## config.mk

```make
export PLATFORM = sky130hd
export DESIGN_NAME = csma_backoff_node_unit
export DESIGN_NICKNAME = d
export VERILOG_FILES = /design/src/rtl/core/csmab_pkg.sv /design/src/rtl/core/csma_backoff_node_unit.sv /design/src/rtl/core/csmab_event_logic.sv
export SDC_FILE = /design/constraint.sdc
export NUM_CORES = 1
export LEC_CHECK = 0
export BUFFER_PORTS_ARGS = -buffer_cell sky130_fd_sc_hd__buf_2
export CORE_ASPECT_RATIO = 0.5
export CORE_MARGIN = 1
export CORE_UTILIZATION = 35
export DETAILED_ROUTE_END_ITERATION = 16
export GPL_TIMING_DRIVEN = 0
export PLACE_DENSITY_LB_ADDON = 0.3
export SKIP_CTS_REPAIR_TIMING = 1
export SLEW_MARGIN = 20
export SYNTH_ARGS = -nofsm -noshare
export SYNTH_HDL_FRONTEND = slang
export SYNTH_HIERARCHICAL = 1
export SYNTH_SLANG_ARGS = --single-unit
```

## constraint.sdc

```tcl
create_clock -name clk -period 4.9 [get_ports clk]
set_input_delay 0.98 -clock clk [delete_from_list [all_inputs] [get_ports clk]]
set_output_delay 0.98 -clock clk [all_outputs]
set_load 0.01 [all_outputs]
```

## src/rtl/core/csmab_pkg.sv

```systemverilog
// Package: shared types and constants for the CSMA backoff node.
`timescale 1ns / 1ps

package csmab_pkg;

    localparam int unsigned QUEUE_DEPTH = 1024;
    localparam int unsigned EXP_CAP     = 16;

    localparam int unsigned EXP_W    = 5;
    localparam int unsigned THRESH_W = 17;
    localparam int unsigned RAND_W   = 16;
    localparam int unsigned COUNT_W  = 11;
    localparam int unsigned CFG_IDX_W = 2;

    localparam logic [COUNT_W-1:0] QUEUE_FULL = COUNT_W'(QUEUE_DEPTH);
    localparam logic [EXP_W-1:0]   EXP_LIMIT  = EXP_W'(EXP_CAP);

    typedef enum logic [2:0] {
        OP_DECIDE    = 3'd0,
        OP_COLLISION = 3'd1,
        OP_SUCCESS   = 3'd2,
        OP_TICK      = 3'd3,
        OP_ARRIVAL   = 3'd4,
        OP_POP       = 3'd5
    } op_t;

    typedef enum logic [CFG_IDX_W-1:0] {
        CFG_MAX_EXP  = 2'd0,
        CFG_PERSIST  = 2'd1,
        CFG_ARRIVAL  = 2'd2
    } cfg_idx_t;

    typedef struct packed {
        logic [2:0]        operation;
        logic              channel_busy;
        logic [RAND_W-1:0] random_value;
    } in_word_t;

    typedef struct packed {
        logic               attempt_transmit;
        logic               frame_added;
        logic               frame_dropped;
        logic [RAND_W-1:0]  backoff_now;
        logic [EXP_W-1:0]   collisions_now;
        logic [COUNT_W-1:0] frames_waiting;
    } out_word_t;

    typedef struct packed {
        logic [EXP_W-1:0]    max_backoff_exponent;
        logic [THRESH_W-1:0] persist_threshold;
        logic [THRESH_W-1:0] arrival_threshold;
    } cfg_t;

    typedef struct packed {
        logic [EXP_W-1:0]   collision_count;
        logic [RAND_W-1:0]  backoff_counter;
        logic [COUNT_W-1:0] queue_count;
    } node_state_t;

endpackage

```

## src/rtl/core/csma_backoff_node_unit.sv

```systemverilog
// Top level: p-persistent CSMA node with truncated binary exponential backoff.
`timescale 1ns / 1ps

//  channel | direction | handshake           | word
//  --------+-----------+---------------------+----------------------------------
//  in      | input     | in_valid / in_stall | in_data  (operation, busy, random)
//  out     | output    | out_valid/out_stall | out_data (flags, state after event)
//  cfg     | input     | cfg_valid/cfg_ready | cfg_index, cfg_data
//
//  One event word a cycle while the result register is not stalled. An
//  accepted word lands in the input register; once the result register is
//  free, the event logic updates the node state and fills the result register.
//  Reset clears the node state, both valid flags and loads the register
//  defaults (exponent 10, persistence 32768, arrival 6554). While the result
//  register is stalled, the input register still takes one more word.

module csma_backoff_node_unit
    import csmab_pkg::*;
(
    input  logic                  clk,
    input  logic                  rst_n,
    input  logic                  in_valid,
    output logic                  in_stall,
    input  in_word_t              in_data,
    output logic                  out_valid,
    input  logic                  out_stall,
    output out_word_t             out_data,
    input  logic                  cfg_valid,
    output logic                  cfg_ready,
    input  logic [CFG_IDX_W-1:0]  cfg_index,
    input  logic [THRESH_W-1:0]   cfg_data
);

    cfg_t        cfg_reg;
    node_state_t state_reg;
    node_state_t state_next;
    in_word_t    in_data_reg;
    logic        in_valid_reg;
    out_word_t   out_data_reg;
    out_word_t   result;
    logic        out_valid_reg;
    logic        out_free;
    logic        advance;

    // Result register is free when empty or being taken this cycle.
    assign out_free = !out_valid_reg || !out_stall;
    // Move the held event through the event logic into the result register.
    assign advance  = in_valid_reg && out_free;
    // Hold off new words only when the input register is full and cannot drain.
    assign in_stall = in_valid_reg && !out_free;

    assign cfg_ready = 1'b1;
    assign out_valid = out_valid_reg;
    assign out_data  = out_data_reg;

    csmab_event_logic u_event (
        .word       (in_data_reg),
        .cfg        (cfg_reg),
        .state      (state_reg),
        .state_next (state_next),
        .result     (result)
    );

    // Configuration registers; indexes past the list are dropped.
    always_ff @(posedge clk or negedge rst_n)
    begin
        if (!rst_n)
        begin
            cfg_reg.max_backoff_exponent <= EXP_W'(10);
            cfg_reg.persist_threshold    <= THRESH_W'(32768);
            cfg_reg.arrival_threshold    <= THRESH_W'(6554);
        end
        else if (cfg_valid && cfg_ready)
        begin
            unique case (cfg_index)
                CFG_MAX_EXP: cfg_reg.max_backoff_exponent <= cfg_data[EXP_W-1:0];
                CFG_PERSIST: cfg_reg.persist_threshold    <= cfg_data;
                CFG_ARRIVAL: cfg_reg.arrival_threshold    <= cfg_data;
                default:     cfg_reg                      <= cfg_reg;
            endcase
        end
    end

    // Control: valid flags and node state.
    always_ff @(posedge clk or negedge rst_n)
    begin
        if (!rst_n)
        begin
            in_valid_reg  <= 1'b0;
            out_valid_reg <= 1'b0;
            state_reg     <= '0;
        end
        else
        begin
            if (in_valid && !in_stall)
            begin
                in_valid_reg <= 1'b1;
            end
            else if (advance)
            begin
                in_valid_reg <= 1'b0;
            end

            if (advance)
            begin
                out_valid_reg <= 1'b1;
                state_reg     <= state_next;
            end
            else if (!out_stall)
            begin
                out_valid_reg <= 1'b0;
            end
        end
    end

    // Payload registers.
    always_ff @(posedge clk)
    begin
        if (in_valid && !in_stall)
        begin
            in_data_reg <= in_data;
        end
        if (advance)
        begin
            out_data_reg <= result;
        end
    end

endmodule

```

## src/rtl/core/csmab_event_logic.sv

```systemverilog
// Event logic: next node state and result word for one event.
`timescale 1ns / 1ps

module csmab_event_logic
    import csmab_pkg::*;
(
    input  in_word_t    word,
    input  cfg_t        cfg,
    input  node_state_t state,
    output node_state_t state_next,
    output out_word_t   result
);

    logic [EXP_W-1:0]    ceiling;
    logic [EXP_W:0]      coll_inc;
    logic [EXP_W-1:0]    coll_new;
    logic [RAND_W:0]     window_mask;
    logic                persist_hit;
    logic                arrival_hit;
    logic                attempt;
    logic                added;
    logic                dropped;

    always_comb
    begin
        // clamp exponent ceiling to the width of the random draw
        ceiling     = (cfg.max_backoff_exponent > EXP_LIMIT) ? EXP_LIMIT
                                                             : cfg.max_backoff_exponent;
        coll_inc    = {1'b0, state.collision_count} + (EXP_W+1)'(1);
        coll_new    = (coll_inc < {1'b0, ceiling}) ? coll_inc[EXP_W-1:0] : ceiling;
        window_mask = ((RAND_W+1)'(1) << coll_new) - (RAND_W+1)'(1);
        persist_hit = {1'b0, word.random_value} < cfg.persist_threshold;
        arrival_hit = {1'b0, word.random_value} < cfg.arrival_threshold;
    end

    always_comb
    begin
        state_next = state;
        attempt    = 1'b0;
        added      = 1'b0;
        dropped    = 1'b0;
        unique case (word.operation)
            OP_DECIDE:
            begin
                attempt = (state.queue_count != '0) && (state.backoff_counter == '0)
                          && !word.channel_busy && persist_hit;
            end
            OP_COLLISION:
            begin
                state_next.collision_count = coll_new;
                state_next.backoff_counter = word.random_value & window_mask[RAND_W-1:0];
            end
            OP_SUCCESS:
            begin
                state_next.collision_count = '0;
                state_next.backoff_counter = '0;
            end
            OP_TICK:
            begin
                if (state.backoff_counter != '0)
                begin
                    state_next.backoff_counter = state.backoff_counter - RAND_W'(1);
                end
            end
            OP_ARRIVAL:
            begin
                if (arrival_hit)
                begin
                    if (state.queue_count < QUEUE_FULL)
                    begin
                        state_next.queue_count = state.queue_count + COUNT_W'(1);
                        added = 1'b1;
                    end
                    else
                    begin
                        dropped = 1'b1;
                    end
                end
            end
            OP_POP:
            begin
                if (state.queue_count != '0)
                begin
                    state_next.queue_count = state.queue_count - COUNT_W'(1);
                end
            end
            default:
            begin
                state_next = state;
            end
        endcase
    end

    always_comb
    begin
        result.attempt_transmit = attempt;
        result.frame_added      = added;
        result.frame_dropped    = dropped;
        result.backoff_now      = state_next.backoff_counter;
        result.collisions_now   = state_next.collision_count;
        result.frames_waiting   = state_next.queue_count;
    end

endmodule
```

* After elaboration in Yosys (flattened, before gate mapping) *
Cells that the tools add are included.
W data, S select, Z words.

word-level totals
  output and inout bits = 38
  flip-flop bits (word level) = 128
  input port bits = 44

operators by class
  multiplexer cells = 15
  equality and inequality tests = 8
  $lt $le $gt $ge = 5
  shift-type cells = 1
  $add $sub $neg = 5
  reduce and logical (&&, ||, !) cells = 22
  bitwise operators = 1

operator list
  kind                     count
  $pmux W16 S3             1
  $lt A16 B17 Y1           2
  $mux W11                 3
  $pmux W11 S2             1
  $and A16 B16 Y16         1
  $logic_not A16 Y1        1
  $mux W16                 1
  $reduce_bool A16 Y1      1
  $shl A1 B5 Y16 const A   1
  $sub A16 B1 Y16 const B  1
  $sub A16 B2 Y16 const B  1
  $add A11 B1 Y11 const B  1
  $lt A11 B11 Y1 const B   1
  $reduce_bool A11 Y1      1
  $sub A11 B1 Y11 const B  1
  $mux W5                  2
  $pmux W5 S2              1
  $reduce_and A2 Y1        4
  $add A5 B1 Y6 const B    1
  $eq A3 B2 Y1 const B     2
  $eq A3 B3 Y1 const B     2
  $logic_and A1 B1 Y1      6
  $lt A6 B5 Y1             1
  $mux W1                  6
  10 further kinds         14

* Longest topological paths before layout *
  word-level depth = 8
  mapped depth = 21
  depth with buffers taken out = 17

* Hierarchy *
The synthesis kept the hierarchy.

modules (own cells, without submodules)
  module                  cells an instance  sequential area each (µm²)  area each (µm²)  times used
  csma_backoff_node_unit  215                3490.8                      4546.9           1
  csmab_event_logic       492                0.0                         3200.6           1

* Worst setup path before layout *
Ideal clock, no wire load.

  path kind = flip-flop to flip-flop
  from = register state_reg[28] (netlist name)
  to = register state_reg[25] (netlist name)
  data required time = 4.775 ns
  path slack = 0.811 ns
  buffers on the path = 4
  period minus slack after synthesis = 4.089 ns
  stages on the path, launching flop included = 22
  arrival = 3.964 ns
  path through = dfrtp_1 > ha_1 > clkbuf_1 > xnor2_1 > inv_1 > ha_1 > o211ai_1 > o21ai_0 > a211o_1 > buf_6 > buf_2 > nand3_1 > o21ai_0 > nand3_1 > ha_1 > o21ai_0 > mux2i_1 > nor3b_1 > a32oi_1 > o21ai_1 > buf_4 > mux2_2

RTL lines
  what                    line                           RTL
  from (decl)             csma_backoff_node_unit.sv:35   node_state_t state_reg;
  from (signal assigned)  csma_backoff_node_unit.sv:107  state_reg <= state_next;

==> impl_metrics.toml <==
[logic_synthesis]
seq_area_frac_synth = 0.4506
synth-main-ff-cell = "sky130_fd_sc_hd__dfrtp_1"
mappedNetlistArea_um2 = 7747
synth.area.top_cells = "sky130_fd_sc_hd__edfxtp_1 (21%), sky130_fd_sc_hd__dfrtp_1 (20%), sky130_fd_sc_hd__mux2_2 (7.6%)"
yosys_warnings = 6
yosys_top_cell_area_share = 0.2132
synth_cell_type_count = 77
syn_nets = 791
syn_inst = 707
synth_area_leader_cell = "sky130_fd_sc_hd__edfxtp_1"
synth.cells.most_frequent = "sky130_fd_sc_hd__dfrtp_1 (63), sky130_fd_sc_hd__edfxtp_1 (55), sky130_fd_sc_hd__mux2_2 (52)"
ys_seq_elements = 128
ys_async_sr_fraction = 0.5703
synth_most_common_cell = "sky130_fd_sc_hd__dfrtp_1"
post_synth_edffs = 55
synth.avg_cell_area_um2 = 10.96

[route]
detailroute.via_count = 5784
firstDrtPassIters = 5
antenna_left = 0
drt_iter0_markers = 331
post_route_drc_violation_count = 0
vias_per_cell = 5.150
wirelength_mm = 19.98
route.detailed.wl_per_inst_um = 17.79

[sta]
layout_setup_ws_ns = 0.3261
finClkSkew_ns = 0.008529
final.setup.tns_ns = 0
fmax_ghz = 0.2186
worstMarginPinSlew_ns = 1.049
max-slew-margin-rel = 0.2931
count_of_final_hold_check_violations = 0
clock_period_minus_final_worst_setup_slack_ns = 4.574
timing_max_transition_violations_final = 0
final.period_utilization = 0.9335
setup_viol = 0

[min_path]
hold_depth = 1
hold-path-endpoint = "out_valid$_DFFE_PN0P_"
timing.hold.worst.class = "reg2reg"
min-delay-start = "in_valid_reg$_DFFE_PN0P_"

[pwr]
power.density_nw_per_um2 = 543.6
ir_drop_mv = 0.1604
power_leakage_nw = 4.006

[setup_path]
cp.arrival_ns = 4.89
worstReg2RegEnd = "state_reg[23]$_DFFE_PN0P_"
cp_top_family = "compound AO/OA/AOI/OAI gates"
crit_path_end_kind = "flop"
worstRegToRegCells = 21
worst_r2r_startpoint = "state_reg[27]$_DFFE_PN0P_"
r2r_setup_slack_ns = 0.33
cp_slowest_stage_delay_ns = 0.41
setup.worst_path.class = "reg2reg"
critPathLaunchType = "flop"
worstSetupStartpoint = "state_reg[27]$_DFFE_PN0P_"
path_cells = "clkbuf_4 > nand3_2 > xor2_4 > inv_1 > ha_1 > a21oi_1 > o21ai_0 > a211o_2 > buf_6 > buf_2 > nand3_1 > o21ai_0 > nand3_1 > ha_2 > o21ai_0 > mux2i_2 > nor3b_1 > nand4_1 > nand3_1 > buf_4 > mux2_2"
cp.required_ns = 5.21
critical_path.n_buffers_inverters = 5
critPathSlowestCell = "sky130_fd_sc_hd__a211o_2"
worstPathMaxFanout = 10

[clock_network]
clock_path_buffers = 2
cts_tree = "yes"
cts_bufs_inserted = 17
clock_tree.root_cell = "sky130_fd_sc_hd__clkbuf_16"
clock_tree.htree_level_count = 4
clk_transition_reported_paths_ns = 0.06
clock_sinks = 128
worst_skew_pair_latency_ns = 0.43

[placement]
detailedPlace.worstSlack_ns = -0.2836
gp_congestion = 0.8960
portBuffers = 80
place.detailed.hpwl_mm = 14.89

[job]
max_cap_viol_count = 0

[grt]
grtUsageTotal = 0.1841
globalRoute.busiestLayer = "met2"
global_route.usage.met2 = 0.2817
antenna_found_initial = 0
grt_first_pass_wirelength_mm = 31.51
grt.met3_usage = 0.03544
via_count_of_the_first_global_routing_pass = 5635
met1_demand_to_capacity_share_in_global_routing = 0.2610
gr-total-overflow = 0
grt_max_degree = 47

[floorplan]
ports = 82
fp.coreArea_um2 = 21680
row_cnt = 38
dieWidth_um = 212.4
effective_utilization_at_floorplan = 0.3573
die_height_um = 107.2
fp.dieArea_um2 = 22770

[final_layout]
area.growth.synth_to_final_pct = 18.38
antennaDiodeCount = 0
fraction_of_layout_instances_using_a_drive_strength_above_1 = 0.3378
num-nets-final = 894
largest_register_ffs = 39
final.fill_count = 2095

[status]
outcome = "finished clean"
-- metal layers --
metal | vias up | wire length (um) | share of wire
met5 | - | 0 | 0
met4 | 0 | 250 | 0.013
met3 | 15 | 813 | 0.041
met2 | 124 | 8920 | 0.45
met1 | 2871 | 9998 | 0.50
li1 | 2774 | - | -
-- power breakdown --
| part | internal (W) | leakage [nW] | switching [W] |
|---|---|---|---|
| combinational | 0.000993 | 2.35 | 0.00121 |
| sequential | 0.00141 | 1.41 | 0.000201 |
| clock | 0.000683 | 0.251 | 0.000490 |
-- how the worst max path moves through the flow --
stage               slack (ns)                        end  cells after the start
finish                    0.33  state_reg[23]$_DFFE_PN0P_                     21
global route            -0.005  state_reg[25]$_DFFE_PN0P_                     21
CTS                      -0.30  state_reg[21]$_DFFE_PN0P_                     20
detailed placement       -0.28  state_reg[21]$_DFFE_PN0P_                     20
global placement         -0.28  state_reg[21]$_DFFE_PN0P_                     20
floorplan                 0.81  state_reg[25]$_DFFE_PN0P_                     21
-- final cells by class --
type / count / area, um2 / area share
Inverter: 44 / 165.2 / 0.01801
Timing Repair Buffer: 85 / 460.4 / 0.05020
Multi-Input combinational cell: 471 / 3709 / 0.4044
Clock inverter: 14 / 100.1 / 0.01091
Sequential cell: 128 / 3492 / 0.3808
Buffer: 63 / 440.4 / 0.04802
Clock buffer: 18 / 429.2 / 0.04679
Tap cell: 300 / 375.4 / 0.04093
-- cells in the final DEF (no fill, tap or decap), drive strengths merged, types with 4 or more instances in the layout --
| master | instances |
|---|---|
| buf | 139 |
| mux2 | 73 |
| dfrtp | 63 |
| edfxtp | 55 |
| nand2 | 46 |
| inv | 44 |
| o21ai | 43 |
| ha | 40 |
| nor2 | 28 |
| clkbuf | 27 |
| a21oi | 24 |
| nand3 | 24 |
| nor3 | 21 |
| a21o | 10 |
| dfstp | 10 |
| nand2b | 10 |
| nor4 | 10 |
| o211ai | 10 |
| mux2i | 10 |
| clkinv | 9 |
| or3 | 8 |
| xor2 | 8 |
| nand4 | 7 |
| o31ai | 7 |
| or2 | 6 |
| nor2b | 6 |
| nor3b | 6 |
| a31oi | 5 |
| and2 | 5 |
| clkinvlp | 4 |
| and3 | 4 |
| a22oi | 4 |
| a211oi | 4 |
| nand3b | 4 |
| xnor2 | 4 |
-- stage by stage --
step	cells	util	hold WS, ns	instance area [um2]	power (W)
floorplan	707	-	0.4516	7747	0.003122
global placement	1087	0.3931	0.4581	8523	0.003707
detailed placement	1088	0.3946	0.4718	8554	0.003721
CTS	1120	0.4190	0.4887	9084	0.004906
global route	1123	0.4230	0.5157	9171	0.005304
finish	1123	0.4230	0.4875	9171	0.004985
-- logic make-up (layout without fill, tap and decap cells) --
family                     after synthesis  count (layout)  share of synthesized area
DFF                                    128             128                     0.4506
xor gates and xnor gates                12              12                    0.01357
adders and majority gates               40              40                    0.06460
buffers and inverters                  108             224                    0.07817
other                                    1               1                  0.0004840
AOI/OAI and AO/OA                      137             137                     0.1215
and+or+nand+nor                        198             198                     0.1424
muxes                                   83              83                     0.1287
Note: power is estimated with default switching activity, not from simulation.
